**src/rtl/core/coo_rows_to_ragged_row_splits_top_macros.svh**
```systemverilog
// ----------------------------------------------------------------------------
// Assertion macros for the row-split converter
// Shared concurrent assertion forms, clocked on i_clk and disabled in reset.
// ----------------------------------------------------------------------------
`ifndef COO_ROWS_TO_RAGGED_ROW_SPLITS_TOP_MACROS_SVH
`define COO_ROWS_TO_RAGGED_ROW_SPLITS_TOP_MACROS_SVH

// Property that must hold at every clock edge outside reset.
`define CRR_ASSERT(label, prop, msg) \
    label: assert property (@(posedge i_clk) disable iff (!i_rst_n) prop) else $error(msg);

// Condition that must never be true outside reset.
`define CRR_NEVER(label, cond, msg) \
    `CRR_ASSERT(label, !(cond), msg)

`endif

```
**src/rtl/core/coo_rrs_pkg.sv**
```systemverilog
// ----------------------------------------------------------------------------
// Row-split converter package
// Constants, configuration codes and the records passed between the stages.
// ----------------------------------------------------------------------------
package coo_rrs_pkg;

    localparam int ROW_W   = 16;
    localparam int COL_W   = 16;
    localparam int SPLIT_W = 17;
    localparam int CNT_W   = 21;
    localparam int PREV_W  = 18;

    localparam logic [SPLIT_W-1:0] MAX_ROWS    = 17'd65536;
    localparam logic [SPLIT_W-1:0] MAX_COLS    = 17'd65536;
    localparam logic [CNT_W-1:0]   MAX_ENTRIES = 21'd1048576;

    // Depth of the command queue between front and back.
    localparam int QUEUE_DEPTH = 4;
    localparam int QPTR_W      = $clog2(QUEUE_DEPTH);
    localparam int QCNT_W      = $clog2(QUEUE_DEPTH + 1);

    localparam int CFG_IDX_W = 2;

    typedef enum logic [CFG_IDX_W-1:0] {
        CFG_NUM_ROWS = 2'd0,
        CFG_NUM_COLS = 2'd1,
        CFG_VALIDATE = 2'd2
    } t_cfg_idx;

    typedef struct packed {
        logic [SPLIT_W-1:0] row_limit;
        logic [SPLIT_W-1:0] col_limit;
        logic               validate;
    } t_cfg;

    typedef struct packed {
        logic               fill_valid;
        logic [SPLIT_W-1:0] fill_first;
        logic [SPLIT_W-1:0] fill_last;
        logic [CNT_W-1:0]   fill_value;
        logic               error;
        logic               last_of_run;
    } t_result;

    // One queued command: the entry result, and the closing result when
    // has_close is set.
    typedef struct packed {
        t_result ent;
        logic    has_close;
        t_result cls;
    } t_cmd;

endpackage

```
**src/rtl/core/coo_rrs_front.sv**
```systemverilog
// ----------------------------------------------------------------------------
// Row-split converter front end
// Holds the per-set state, validates each entry and builds its commands.
// ----------------------------------------------------------------------------
module coo_rrs_front (
    input  logic                                i_clk,
    input  logic                                i_rst_n,
    input  coo_rrs_pkg::t_cfg                   i_cfg,
    input  logic                                i_accept,
    input  logic [coo_rrs_pkg::ROW_W-1:0]       i_row_index,
    input  logic [coo_rrs_pkg::COL_W-1:0]       i_col_index,
    input  logic                                i_is_final,
    output coo_rrs_pkg::t_cmd                   o_cmd
);

    logic [coo_rrs_pkg::PREV_W-1:0]  r_prior_row, n_prior_row;
    logic [coo_rrs_pkg::PREV_W-1:0]  r_prior_col, n_prior_col;
    logic [coo_rrs_pkg::CNT_W-1:0]   r_count,     n_count;
    logic                            r_err,       n_err;

    logic [coo_rrs_pkg::SPLIT_W-1:0] rows_eff;
    logic [coo_rrs_pkg::SPLIT_W-1:0] cols_eff;
    logic [coo_rrs_pkg::PREV_W-1:0]  row_ext;
    logic [coo_rrs_pkg::PREV_W-1:0]  col_ext;
    logic [coo_rrs_pkg::PREV_W-1:0]  exp_col;
    logic                            row_change;
    logic                            bad_row;
    logic                            bad_col;
    logic                            bad;
    logic                            ok;
    logic [coo_rrs_pkg::PREV_W-1:0]  ent_first;
    logic [coo_rrs_pkg::SPLIT_W-1:0] ent_last;
    logic                            ent_valid;
    logic [coo_rrs_pkg::PREV_W-1:0]  cls_first;
    logic                            cls_valid;

    always_comb begin
        rows_eff = (i_cfg.row_limit > coo_rrs_pkg::MAX_ROWS) ? coo_rrs_pkg::MAX_ROWS
                                                              : i_cfg.row_limit;
        cols_eff = (i_cfg.col_limit > coo_rrs_pkg::MAX_COLS) ? coo_rrs_pkg::MAX_COLS
                                                              : i_cfg.col_limit;
        row_ext = {2'b00, i_row_index};
        col_ext = {2'b00, i_col_index};

        // The previous row is minus one (all ones) at the start of a set,
        // and no row lies below it.
        row_change = (row_ext != r_prior_row);
        bad_row    = row_change &&
                     ((!r_prior_row[coo_rrs_pkg::PREV_W-1] && (row_ext < r_prior_row)) ||
                      ({1'b0, i_row_index} >= rows_eff));
        exp_col    = row_change ? '0 : r_prior_col + 1'b1;
        bad_col    = (col_ext != exp_col) || ({1'b0, i_col_index} >= cols_eff);

        bad = !r_err && ((r_count >= coo_rrs_pkg::MAX_ENTRIES) ||
                         (i_cfg.validate && (bad_row || bad_col)));
        ok  = !r_err && !bad;

        n_err       = r_err | bad;
        n_prior_row = ok ? row_ext : r_prior_row;
        n_prior_col = (ok && i_cfg.validate) ? col_ext : r_prior_col;
        n_count     = ok ? r_count + 1'b1 : r_count;

        ent_first = r_prior_row + 1'b1;
        ent_last  = ({1'b0, i_row_index} > rows_eff) ? rows_eff : {1'b0, i_row_index};
        ent_valid = ok && (ent_first <= {1'b0, ent_last});

        cls_first = n_prior_row + 1'b1;
        cls_valid = !n_err && (cls_first <= {1'b0, rows_eff});

        o_cmd.ent.fill_valid  = ent_valid;
        o_cmd.ent.fill_first  = ent_valid ? ent_first[coo_rrs_pkg::SPLIT_W-1:0] : '0;
        o_cmd.ent.fill_last   = ent_valid ? ent_last : '0;
        o_cmd.ent.fill_value  = ent_valid ? r_count : '0;
        o_cmd.ent.error       = 1'b0;
        o_cmd.ent.last_of_run = !i_is_final;

        o_cmd.has_close       = i_is_final;

        o_cmd.cls.fill_valid  = cls_valid;
        o_cmd.cls.fill_first  = cls_valid ? cls_first[coo_rrs_pkg::SPLIT_W-1:0] : '0;
        o_cmd.cls.fill_last   = cls_valid ? rows_eff : '0;
        o_cmd.cls.fill_value  = cls_valid ? n_count : '0;
        o_cmd.cls.error       = n_err;
        o_cmd.cls.last_of_run = 1'b1;
    end

    // A final entry returns the state to its start-of-set values.
    always_ff @(posedge i_clk) begin
        if (!i_rst_n) begin
            r_prior_row <= '1;
            r_prior_col <= '1;
            r_count     <= '0;
            r_err       <= 1'b0;
        end else if (i_accept) begin
            if (i_is_final) begin
                r_prior_row <= '1;
                r_prior_col <= '1;
                r_count     <= '0;
                r_err       <= 1'b0;
            end else begin
                r_prior_row <= n_prior_row;
                r_prior_col <= n_prior_col;
                r_count     <= n_count;
                r_err       <= n_err;
            end
        end
    end

endmodule

```
**src/rtl/core/coo_rrs_fifo.sv**
```systemverilog
// ----------------------------------------------------------------------------
// Row-split converter command queue
// Short register queue that decouples the front end from the back end.
// ----------------------------------------------------------------------------
`include "coo_rows_to_ragged_row_splits_top_macros.svh"

module coo_rrs_fifo (
    input  logic              i_clk,
    input  logic              i_rst_n,
    input  logic              i_push,
    input  coo_rrs_pkg::t_cmd i_data,
    output logic              o_full,
    input  logic              i_pop,
    output coo_rrs_pkg::t_cmd o_data,
    output logic              o_empty
);

    coo_rrs_pkg::t_cmd                r_mem [coo_rrs_pkg::QUEUE_DEPTH];
    logic [coo_rrs_pkg::QPTR_W-1:0]   r_wr_ptr;
    logic [coo_rrs_pkg::QPTR_W-1:0]   r_rd_ptr;
    logic [coo_rrs_pkg::QCNT_W-1:0]   r_count;
    logic                             do_push;
    logic                             do_pop;

    assign o_full  = (r_count == coo_rrs_pkg::QCNT_W'(coo_rrs_pkg::QUEUE_DEPTH));
    assign o_empty = (r_count == '0);
    assign o_data  = r_mem[r_rd_ptr];
    assign do_push = i_push && !o_full;
    assign do_pop  = i_pop && !o_empty;

    always_ff @(posedge i_clk) begin
        if (do_push) begin
            r_mem[r_wr_ptr] <= i_data;
        end
    end

    always_ff @(posedge i_clk) begin
        if (!i_rst_n) begin
            r_wr_ptr <= '0;
            r_rd_ptr <= '0;
            r_count  <= '0;
        end else begin
            if (do_push) begin
                r_wr_ptr <= (r_wr_ptr == coo_rrs_pkg::QPTR_W'(coo_rrs_pkg::QUEUE_DEPTH - 1))
                            ? '0 : r_wr_ptr + 1'b1;
            end
            if (do_pop) begin
                r_rd_ptr <= (r_rd_ptr == coo_rrs_pkg::QPTR_W'(coo_rrs_pkg::QUEUE_DEPTH - 1))
                            ? '0 : r_rd_ptr + 1'b1;
            end
            if (do_push && !do_pop) begin
                r_count <= r_count + 1'b1;
            end else if (do_pop && !do_push) begin
                r_count <= r_count - 1'b1;
            end
        end
    end

    `CRR_NEVER(a_fifo_overfill, r_count > coo_rrs_pkg::QCNT_W'(coo_rrs_pkg::QUEUE_DEPTH), "queue count above depth")
    `CRR_ASSERT(a_fifo_ptr_gap, (o_empty || o_full) |-> (r_wr_ptr == r_rd_ptr), "queue pointers disagree with count")

endmodule

```
**src/rtl/core/coo_rrs_back.sv**
```systemverilog
// ----------------------------------------------------------------------------
// Row-split converter back end
// Expands queued commands into one or two results through an output register.
// ----------------------------------------------------------------------------
`include "coo_rows_to_ragged_row_splits_top_macros.svh"

module coo_rrs_back (
    input  logic                 i_clk,
    input  logic                 i_rst_n,
    input  coo_rrs_pkg::t_cmd    i_cmd,
    input  logic                 i_cmd_empty,
    output logic                 o_cmd_pop,
    input  logic                 i_pop,
    output logic                 o_empty,
    output coo_rrs_pkg::t_result o_result
);

    logic                 r_out_valid;
    coo_rrs_pkg::t_result r_out;
    logic                 r_close_phase;
    logic                 load;

    // The output register takes a new result when it is empty or is being
    // drained in this cycle.
    assign load      = !i_cmd_empty && (!r_out_valid || i_pop);
    assign o_cmd_pop = load && (r_close_phase || !i_cmd.has_close);
    assign o_empty   = !r_out_valid;
    assign o_result  = r_out;

    always_ff @(posedge i_clk) begin
        if (load) begin
            r_out <= r_close_phase ? i_cmd.cls : i_cmd.ent;
        end
    end

    always_ff @(posedge i_clk) begin
        if (!i_rst_n) begin
            r_out_valid   <= 1'b0;
            r_close_phase <= 1'b0;
        end else begin
            if (load) begin
                r_out_valid <= 1'b1;
            end else if (i_pop) begin
                r_out_valid <= 1'b0;
            end
            if (load) begin
                r_close_phase <= !r_close_phase && i_cmd.has_close;
            end
        end
    end

    `CRR_ASSERT(a_back_close_head, r_close_phase |-> (!i_cmd_empty && i_cmd.has_close), "closing phase without a closing command")
    `CRR_ASSERT(a_back_close_order, (load && r_close_phase) |=> (r_out.last_of_run && !r_close_phase), "closing result not last of its run")

endmodule

```
**src/rtl/core/coo_rows_to_ragged_row_splits_top.sv**
```systemverilog
// ----------------------------------------------------------------------------
// Sparse row to ragged row-split converter
// Turns row-major sparse coordinates into row-split fill commands.
// ----------------------------------------------------------------------------
//
//  Channel   Direction  Handshake            Payload
//  -------   ---------  -------------------  ---------------------------------------
//  entry     in         push / full          i_row_index, i_col_index, i_is_final
//  result    out        empty / pop          o_fill_valid .. o_last_of_run
//  config    in         i_cfg_valid / ready  i_cfg_index, i_cfg_data
//
//  One entry transaction is taken every cycle while the four-deep command queue has room.
//  A non-final entry yields one result and a final entry two; results leave one per cycle
//  while pop is asserted. An accepted entry's command is written into the queue, and its first
//  result is then loaded from the queue head into the output register, from which it is popped.
//  Reset is synchronous and active low; it clears the set state, queue and output register.
//  A stalled result side fills the queue, and full then holds off new entries.
//
// ----------------------------------------------------------------------------
module coo_rows_to_ragged_row_splits_top (
    input  logic                                   i_clk,
    input  logic                                   i_rst_n,

    input  logic                                   push,
    output logic                                   full,
    input  logic [coo_rrs_pkg::ROW_W-1:0]          i_row_index,
    input  logic [coo_rrs_pkg::COL_W-1:0]          i_col_index,
    input  logic                                   i_is_final,

    output logic                                   empty,
    input  logic                                   pop,
    output logic                                   o_fill_valid,
    output logic [coo_rrs_pkg::SPLIT_W-1:0]        o_fill_first,
    output logic [coo_rrs_pkg::SPLIT_W-1:0]        o_fill_last,
    output logic [coo_rrs_pkg::CNT_W-1:0]          o_fill_value,
    output logic                                   o_error,
    output logic                                   o_last_of_run,

    input  logic                                   i_cfg_valid,
    output logic                                   o_cfg_ready,
    input  logic [coo_rrs_pkg::CFG_IDX_W-1:0]      i_cfg_index,
    input  logic [coo_rrs_pkg::SPLIT_W-1:0]        i_cfg_data
);

    coo_rrs_pkg::t_cfg    r_cfg;
    coo_rrs_pkg::t_cmd    front_cmd;
    coo_rrs_pkg::t_cmd    queue_head;
    coo_rrs_pkg::t_result result;
    logic                 accept;
    logic                 queue_empty;
    logic                 queue_pop;

    // Register writes are always taken; the write index selects the register
    // and an index past the list is dropped.
    assign o_cfg_ready = 1'b1;

    always_ff @(posedge i_clk) begin
        if (!i_rst_n) begin
            r_cfg.row_limit <= coo_rrs_pkg::SPLIT_W'(1);
            r_cfg.col_limit <= coo_rrs_pkg::SPLIT_W'(1);
            r_cfg.validate  <= 1'b1;
        end else if (i_cfg_valid) begin
            unique case (i_cfg_index)
                coo_rrs_pkg::CFG_NUM_ROWS: r_cfg.row_limit <= i_cfg_data;
                coo_rrs_pkg::CFG_NUM_COLS: r_cfg.col_limit <= i_cfg_data;
                coo_rrs_pkg::CFG_VALIDATE: r_cfg.validate  <= i_cfg_data[0];
                default: ;
            endcase
        end
    end

    // The front end updates its set state at the same edge that the command
    // enters the queue.
    assign accept = push && !full;

    coo_rrs_front u_front (
        .i_clk       (i_clk),
        .i_rst_n     (i_rst_n),
        .i_cfg       (r_cfg),
        .i_accept    (accept),
        .i_row_index (i_row_index),
        .i_col_index (i_col_index),
        .i_is_final  (i_is_final),
        .o_cmd       (front_cmd)
    );

    coo_rrs_fifo u_fifo (
        .i_clk   (i_clk),
        .i_rst_n (i_rst_n),
        .i_push  (accept),
        .i_data  (front_cmd),
        .o_full  (full),
        .i_pop   (queue_pop),
        .o_data  (queue_head),
        .o_empty (queue_empty)
    );

    coo_rrs_back u_back (
        .i_clk       (i_clk),
        .i_rst_n     (i_rst_n),
        .i_cmd       (queue_head),
        .i_cmd_empty (queue_empty),
        .o_cmd_pop   (queue_pop),
        .i_pop       (pop),
        .o_empty     (empty),
        .o_result    (result)
    );

    assign o_fill_valid  = result.fill_valid;
    assign o_fill_first  = result.fill_first;
    assign o_fill_last   = result.fill_last;
    assign o_fill_value  = result.fill_value;
    assign o_error       = result.error;
    assign o_last_of_run = result.last_of_run;

endmodule
```
**config.mk**
```make
export PLATFORM = sky130hd
export DESIGN_NAME = coo_rows_to_ragged_row_splits_top
export DESIGN_NICKNAME = d
export VERILOG_FILES = /design/src/rtl/core/coo_rrs_pkg.sv /design/src/rtl/core/coo_rrs_front.sv /design/src/rtl/core/coo_rrs_fifo.sv /design/src/rtl/core/coo_rrs_back.sv /design/src/rtl/core/coo_rows_to_ragged_row_splits_top.sv
export VERILOG_INCLUDE_DIRS = /design/src /design/src/rtl/core
export SDC_FILE = /design/constraint.sdc
export NUM_CORES = 1
export LEC_CHECK = 0
export ABC_AREA = 0
export BUFFER_PORTS_ARGS = -buffer_cell sky130_fd_sc_hd__buf_2
export CORE_MARGIN = 2
export CORE_UTILIZATION = 45
export DETAILED_ROUTE_END_ITERATION = 8
export MAX_ROUTING_LAYER = met4
export PLACE_DENSITY_LB_ADDON = 0.25
export SETUP_SLACK_MARGIN = 0.05
export SYNTH_ARGS = -nofsm -noshare
export SYNTH_HDL_FRONTEND = slang
export SYNTH_SLANG_ARGS = --single-unit
```
**constraint.sdc**
```tcl
create_clock -name i_clk -period 7.9 [get_ports i_clk]
set_input_delay 0.395 -clock i_clk [delete_from_list [all_inputs] [get_ports i_clk]]
set_output_delay 0.395 -clock i_clk [all_outputs]
set_load 0.02 [all_outputs]
```
* After elaboration in Yosys (flattened, before gate mapping)
Memories as Yosys holds them, arrays and structs flattened. A register that Yosys moved wholly into a read port is not among the register bits.
Cells that the tools add are included.
** Operators by class
- Add/subtract/negate cells :: 8
- Order comparisons :: 9
- Equality and inequality tests :: 7
- Muxes and demuxes :: 28
- Bitwise gates (word level) :: 1
- Reductions and logical operators :: 43
** Operators by type and width (count)
- 17-bit 2-to-1 mux :: 7
- 18-bit 2-to-1 mux :: 5
- 21-bit 2-to-1 mux :: 4
- 58-bit 2-to-1 mux :: 1
- 18-bit by 1-bit adder with 18-bit output (second input constant) :: 3
- 18-bit by 17-bit <= comparator with 1-bit output :: 2
- 16-bit by 18-bit != test with 1-bit output :: 2
- 16-bit by 17-bit >= comparator with 1-bit output :: 2
- 17-bit greater-than comparator (second input constant) :: 2
- 21-bit by 1-bit adder with 21-bit output (second input constant) :: 1
- 21-bit >= comparator (second input constant) :: 1
- 16-bit by 18-bit less-than comparator with 1-bit output :: 1
- 16-bit by 17-bit greater-than comparator with 1-bit output :: 1
- 1-bit logical AND :: 16
- 1-bit logical NOT :: 12
- 2-bit 2-to-1 mux :: 4
- 2-bit AND reduction :: 4
- 2-bit == test (second input constant) :: 3
- 1-bit logical OR :: 6
- 3-bit 2-to-1 mux :: 2
- 2-bit nonzero test :: 3
- 1-bit 2-to-1 mux :: 5
- 2-bit by 1-bit adder with 2-bit output (second input constant) :: 2
- 3-bit by 1-bit adder with 3-bit output (second input constant) :: 1
- other kinds (6) :: 6
** Word-level totals
- Register bits after elaboration :: 160
- Memory bits (writable) :: 460
- Input bits :: 57
- Logic and storage cells :: 115
- Memories :: 1
** Memories
- u_fifo.r_mem :: depth 4, bits a word 115, read ports 1, clocked after memory_dff 1, write ports 1, RTL line coo_rrs_fifo.sv:18 : coo_rrs_pkg::t_cmd r_mem [coo_rrs_pkg::QUEUE_DEPTH];

* Depth between registers and ports, before layout
- Depth in word-level cells :: 16
- Depth in mapped cells :: 37
- Mapped depth without buffers :: 31

* Hierarchy
Synthesis repeated with hierarchy kept, for this count alone.
** Unflattened totals
- Cells, all modules :: 1975
- Area total of the unflattened synthesis :: 28691.3 um^2
** By module, submodules not included
- coo_rrs_fifo :: times used 1, cells each 662, area an instance 17317.9 um^2
- coo_rrs_front :: times used 1, cells each 1040, area an instance 7191.9 um^2
- coo_rrs_back :: times used 1, cells each 135, area an instance 2792.7 um^2
- coo_rows_to_ragged_row_splits_top :: times used 1, cells each 138, area an instance 1388.8 um^2

* Worst setup path before layout
No wires, ideal clock.
- Path kind :: register to register
- Start point :: register r_cfg[21] in the netlist's numbering
- End point :: memory u_fifo.r_mem[0][10] in the netlist's numbering, data pin
- Setup time :: 0.167 ns
- Arrival time :: 7.299 ns
- Path slack :: 0.434 ns
- Cell stages (with the launch flop) :: 38
- Path buffers :: 8
- Cell sequence :: dfxtp_1 nor4_1 a41o_1 clkbuf_1 clkbuf_1 nand2_1 ha_1 nand4_1 nor3_1 a2111o_1 a211o_1 o31a_1 or4_4 o31ai_4 buf_6 buf_2 buf_2 nand2_1 [2 not listed] clkbuf_1 and3_1 nand3_1 nor3_1 xor2_1 nand2_1 o21ai_0 ha_1 a21o_1 a21oi_1 nor2b_1 o21ai_0 nand2_1 a21o_1 a21o_1 clkbuf_1 clkbuf_1 nor2_1
** RTL lines
- start, declared :: RTL line coo_rows_to_ragged_row_splits_top.sv:45 : coo_rrs_pkg::t_cfg r_cfg;
- end, declared :: RTL line coo_rrs_fifo.sv:18

==> insert_results.sql <==
INSERT INTO impl_metrics (metric_group, metric, value, unit) VALUES
('status', 'outcome', 'complete, no violations', ''),
('min_path', 'min_from', 'i_cfg_data[14]', ''),
('synthesis', 'synthTopCellsByArea', 'sky130_fd_sc_hd__edfxtp_1 56%, sky130_fd_sc_hd__mux4_2 9.3%, sky130_fd_sc_hd__dfxtp_1 7.4%', ''),
('detailed_routing', 'drc', '0', ''),
('critical_path', 'reg2reg_to', 'u_fifo.r_mem[1][41]', ''),
('sta', 'fin_setup_tns', '0', 'ps'),
('sta', 'timing.final.crit_period', '7460', 'ps'),
('floorplanning', 'initial_utilization', '0.454', ''),
('final_layout', 'final_core_util', '0.516', ''),
('pwr', 'p_comb_frac', '0.238', ''),
('sta', 'timing.final.ws_setup', '442', 'ps'),
('global_routing', 'grt_pass1_wl', '106', 'mm'),
('sta', 'tightestPinTransition', '1070', 'ps'),
('sta', 'timing_max_transition_violations_final', '0', ''),
('global_routing', 'grt_antenna_before_repair', '7', ''),
('global_routing', 'grt_start_max_net_pins', '67', ''),
('synthesis', 'synth.top_cell.area_share', '0.556', ''),
('synthesis', 'yosys_most_used_dff', 'sky130_fd_sc_hd__edfxtp_1', ''),
('detailed_routing', 'route.detailed.wl_per_inst', '22.2', 'µm'),
('floorplanning', 'core_area', '61600', 'µm²'),
('sta', 'hold_violations', '0', ''),
('critical_path', 'worst-setup-path-type', 'reg2reg', ''),
('sta', 'finalClockSkew', '28.6', 'ps'),
('sta', 'worst_hold_slack', '45.6', 'ps'),
('floorplanning', 'die_width', '253', 'µm'),
('final_layout', 'layout.nets', '2362', ''),
('sta', 'report.final.setup_viol', '0', ''),
('detailed_routing', 'routed_vias_inst', '5.62', ''),
('run', 'max_cap_viol_count', '0', ''),
('synthesis', 'ys_seq_area_frac', '0.630', ''),
('min_path', 'hold_depth', '3', ''),
('clocking', 'cts_hold_repair.buffers', '0', ''),
('placement', 'gpl.final_weighted_congestion', '0.873', ''),
('detailed_routing', 'aggregate_routed_wire_length', '69.1', 'mm'),
('critical_path', 'timing.critical_path.arrival', '7870', 'ps'),
('synthesis', 'post_synth_edffs', '518', ''),
('critical_path', 'cp_num_buf_inv', '3', ''),
('clocking', 'cts.sinks', '621', ''),
('critical_path', 'worst-path-max-fanout', '46', ''),
('clocking', 'ctsLongestPathBuffers', '3', ''),
('global_routing', 'track_usage', '0.226', ''),
('synthesis', 'async_flop_share', '0', ''),
('synthesis', 'synth-warning-count', '0', ''),
('pwr', 'power_switching', '2.87', 'mW'),
('placement', 'placement.io_buffers', '116', ''),
('floorplanning', 'die_height', '253', 'µm'),
('critical_path', 'crit_path_max_incr_delay', '500', 'ps'),
('min_path', 'whs_endpoint', 'r_cfg[15]', ''),
('pwr', 'power_leakage', '11.3', 'nW'),
('pwr', 'power_report.internal_total', '6.79', 'mW'),
('synthesis', 'syn-mean-instance-area', '13.4', 'µm²'),
('min_path', 'min_path_type', 'in2reg', ''),
('clocking', 'cts_buffers', '66', ''),
('pwr', 'pwr_density_cell', '304', 'nW/µm²'),
('synthesis', 'mappedNetlistArea', '28000', 'µm²'),
('final_layout', 'fin_area', '31800', 'µm²'),
('placement', 'pre_cts_slack', '435', 'ps'),
('final_layout', 'layout.filler_cells', '5220', ''),
('floorplanning', 'num_io_pins', '118', ''),
('detailed_routing', 'total_vias_in_the_final_route', '17454', ''),
('floorplanning', 'row_count', '91', ''),
('critical_path', 'worstPathRequired', '8310', 'ps'),
('final_layout', 'final_layout_size_suffix_gt1_frac', '0.182', ''),
('clocking', 'clock_tree.htree_level_count', '3', ''),
('critical_path', 'critical_path_source_type', 'flip-flop', ''),
('clocking', 'tritoncts', 'yes', ''),
('synthesis', 'syn_inst', '2094', ''),
('detailed_routing', 'detailed_router_s_first_iteration_violation_count', '1361', ''),
('sta', 'grt_setup_unrepaired', 'false', ''),
('pwr', 'max-vdd-ir-drop', '0.000204', 'V'),
('sta', 'fmaxAchievable', '134', 'MHz');
-- through the flow --
step	power, mW	instances
after floorplan	5.89	2102
after CTS	9.79	3096
after global routing	10.1	3107
after detailed placement	6.64	2976
after global placement	6.62	2976
final	9.67	3107
-- cells by family after synthesis --
kind of cell             Yosys count  share of synthesized area
buffers and inverters            170                     0.0240
multiplexers                     130                     0.0980
AND/OR/NAND/NOR                  766                      0.128
adder cells (fa/ha/maj)           94                     0.0423
AO/OA/AOI/OAI                    236                     0.0542
XOR/XNOR                          75                     0.0235
other                              2                   0.000269
flip-flops                       621                      0.630
-- how the worst max path moves through the flow --
| stage | slack [ps] | start | to | cells past startpoint |
|---|---|---|---|---|
| 6_report | 440 | r_cfg[21] | u_fifo.r_mem[1][41] | 30 |
| 5_1_grt | 90 | u_front.r_prior_row[6] | u_fifo.r_mem[1][45] | 28 |
| 3_5_place_dp | 430 | r_cfg[29] | u_fifo.r_mem[0][11] | 30 |
| 3_3_place_gp | 640 | r_cfg[29] | u_fifo.r_mem[0][41] | 30 |
| 2_1_floorplan | 430 | r_cfg[21] | u_fifo.r_mem[0][10] | 37 |
| 4_1_cts | 420 | r_cfg[29] | u_fifo.r_mem[2][11] | 29 |
-- per-layer routing --
metal | track usage | share of wire | vias up
met3 | 0.0424 | 0.057 | 102
met4 | 0.0619 | 0.023 | 0
met2 | 0.368 | 0.49 | 504
met5 | - | 0 | -
li1 | - | - | 8127
met1 | 0.292 | 0.43 | 8721
-- layout by cell type, fill, tap and decap left out, types with 7 or more instances in the layout --
cell,count
sky130_fd_sc_hd__mux4_2,115
sky130_fd_sc_hd__nand4_1,31
sky130_fd_sc_hd__nor3_1,36
sky130_fd_sc_hd__nor4_1,39
sky130_fd_sc_hd__a21oi_1,79
sky130_fd_sc_hd__diode_2,7
sky130_fd_sc_hd__xor2_1,26
sky130_fd_sc_hd__dfxtp_1,100
sky130_fd_sc_hd__clkbuf_16,69
sky130_fd_sc_hd__inv_1,50
sky130_fd_sc_hd__o21ai_0,37
sky130_fd_sc_hd__clkbuf_1,14
sky130_fd_sc_hd__nand2_1,360
sky130_fd_sc_hd__o21a_1,10
sky130_fd_sc_hd__buf_2,116
sky130_fd_sc_hd__clkinv_2,8
sky130_fd_sc_hd__clkinv_1,11
sky130_fd_sc_hd__ha_1,93
sky130_fd_sc_hd__xnor2_1,47
sky130_fd_sc_hd__nor2_1,126
sky130_fd_sc_hd__bufinv_16,7
sky130_fd_sc_hd__nand3_1,76
sky130_fd_sc_hd__conb_1,10
sky130_fd_sc_hd__a21o_1,10
sky130_fd_sc_hd__buf_4,39
sky130_fd_sc_hd__o211ai_1,18
sky130_fd_sc_hd__mux2i_1,14
sky130_fd_sc_hd__edfxtp_1,518
sky130_fd_sc_hd__nor2b_1,34
sky130_fd_sc_hd__o22a_1,16
sky130_fd_sc_hd__a31oi_1,24
-- area by class of cell --
class                   count  area, µm²  area share
well taps                 837       1050      0.0330
flip-flops and latches    621      17600       0.555
multi-input cells        1311       9780       0.308
clock inverters            35        395      0.0124
repair buffers            156        893      0.0281
inverters                  55        213     0.00669
clock buffers              85       1810      0.0568
diodes                      7       17.5    0.000551
-- sequential cells by signal (all words and copies together), names as in the netlist, named ones only --
register / count
u_fifo.r_wr_ptr: 2
u_front.r_prior_col: 17
u_back.r_out_valid: 1
u_fifo.r_rd_ptr: 2
u_front.r_err: 1
u_fifo.r_mem: 460
u_fifo.r_count: 3
u_back.r_close_phase: 1
u_front.r_count: 21
u_front.r_prior_row: 18
r_cfg: 35
u_back.o_result: 58
-- tightest hold or removal path: stages --
cell	delay (ps)
sky130_fd_sc_hd__buf_2	110
sky130_fd_sc_hd__nand2_1	50
sky130_fd_sc_hd__a21oi_1	50
-- synthesized netlist by cell type, types with 4 or more instances --
| library cell | instances |
|---|---|
| sky130_fd_sc_hd__and2_1 | 6 |
| sky130_fd_sc_hd__xor2_1 | 27 |
| sky130_fd_sc_hd__o21a_1 | 10 |
| sky130_fd_sc_hd__and3_1 | 6 |
| sky130_fd_sc_hd__nand2_1 | 360 |
| sky130_fd_sc_hd__edfxtp_1 | 518 |
| sky130_fd_sc_hd__buf_2 | 9 |
| sky130_fd_sc_hd__inv_1 | 52 |
| sky130_fd_sc_hd__xnor2_1 | 48 |
| sky130_fd_sc_hd__clkbuf_1 | 86 |
| sky130_fd_sc_hd__o211ai_1 | 18 |
| sky130_fd_sc_hd__a21o_1 | 11 |
| sky130_fd_sc_hd__nor4_1 | 40 |
| sky130_fd_sc_hd__mux4_2 | 115 |
| sky130_fd_sc_hd__or2_2 | 4 |
| sky130_fd_sc_hd__nor3_1 | 37 |
| sky130_fd_sc_hd__or4_1 | 6 |
| sky130_fd_sc_hd__a21oi_1 | 82 |
| sky130_fd_sc_hd__nor2b_1 | 34 |
| sky130_fd_sc_hd__o21ai_0 | 37 |
| sky130_fd_sc_hd__or3_1 | 6 |
| sky130_fd_sc_hd__dfxtp_1 | 103 |
| sky130_fd_sc_hd__mux2i_1 | 14 |
| sky130_fd_sc_hd__nand4_1 | 31 |
| sky130_fd_sc_hd__ha_1 | 93 |
| sky130_fd_sc_hd__nand3_1 | 76 |
| sky130_fd_sc_hd__a211oi_1 | 5 |
| sky130_fd_sc_hd__a31oi_1 | 24 |
| sky130_fd_sc_hd__o22a_1 | 16 |
| sky130_fd_sc_hd__nor2_1 | 127 |
| sky130_fd_sc_hd__buf_1 | 17 |
-- timing repair --
item                       4_1_cts  5_1_grt
hold endpoints to repair         0        0
buffers inserted                 0        4
resized for setup                0        5
setup endpoints to repair        0      176
-- power by group through the flow --
| stage | Clock [mW] | Sequential [mW] | Combinational, mW |
|---|---|---|---|
| after CTS | 3.21 | 4.24 | 2.35 |
| after detailed placement | 0 | 4.30 | 2.34 |
| after global placement | 0 | 4.29 | 2.33 |
| after global routing | 3.33 | 4.28 | 2.51 |
| final | 3.14 | 4.22 | 2.30 |
| after floorplan | 0 | 4.42 | 1.47 |
Power figures use the tool's default switching activity.
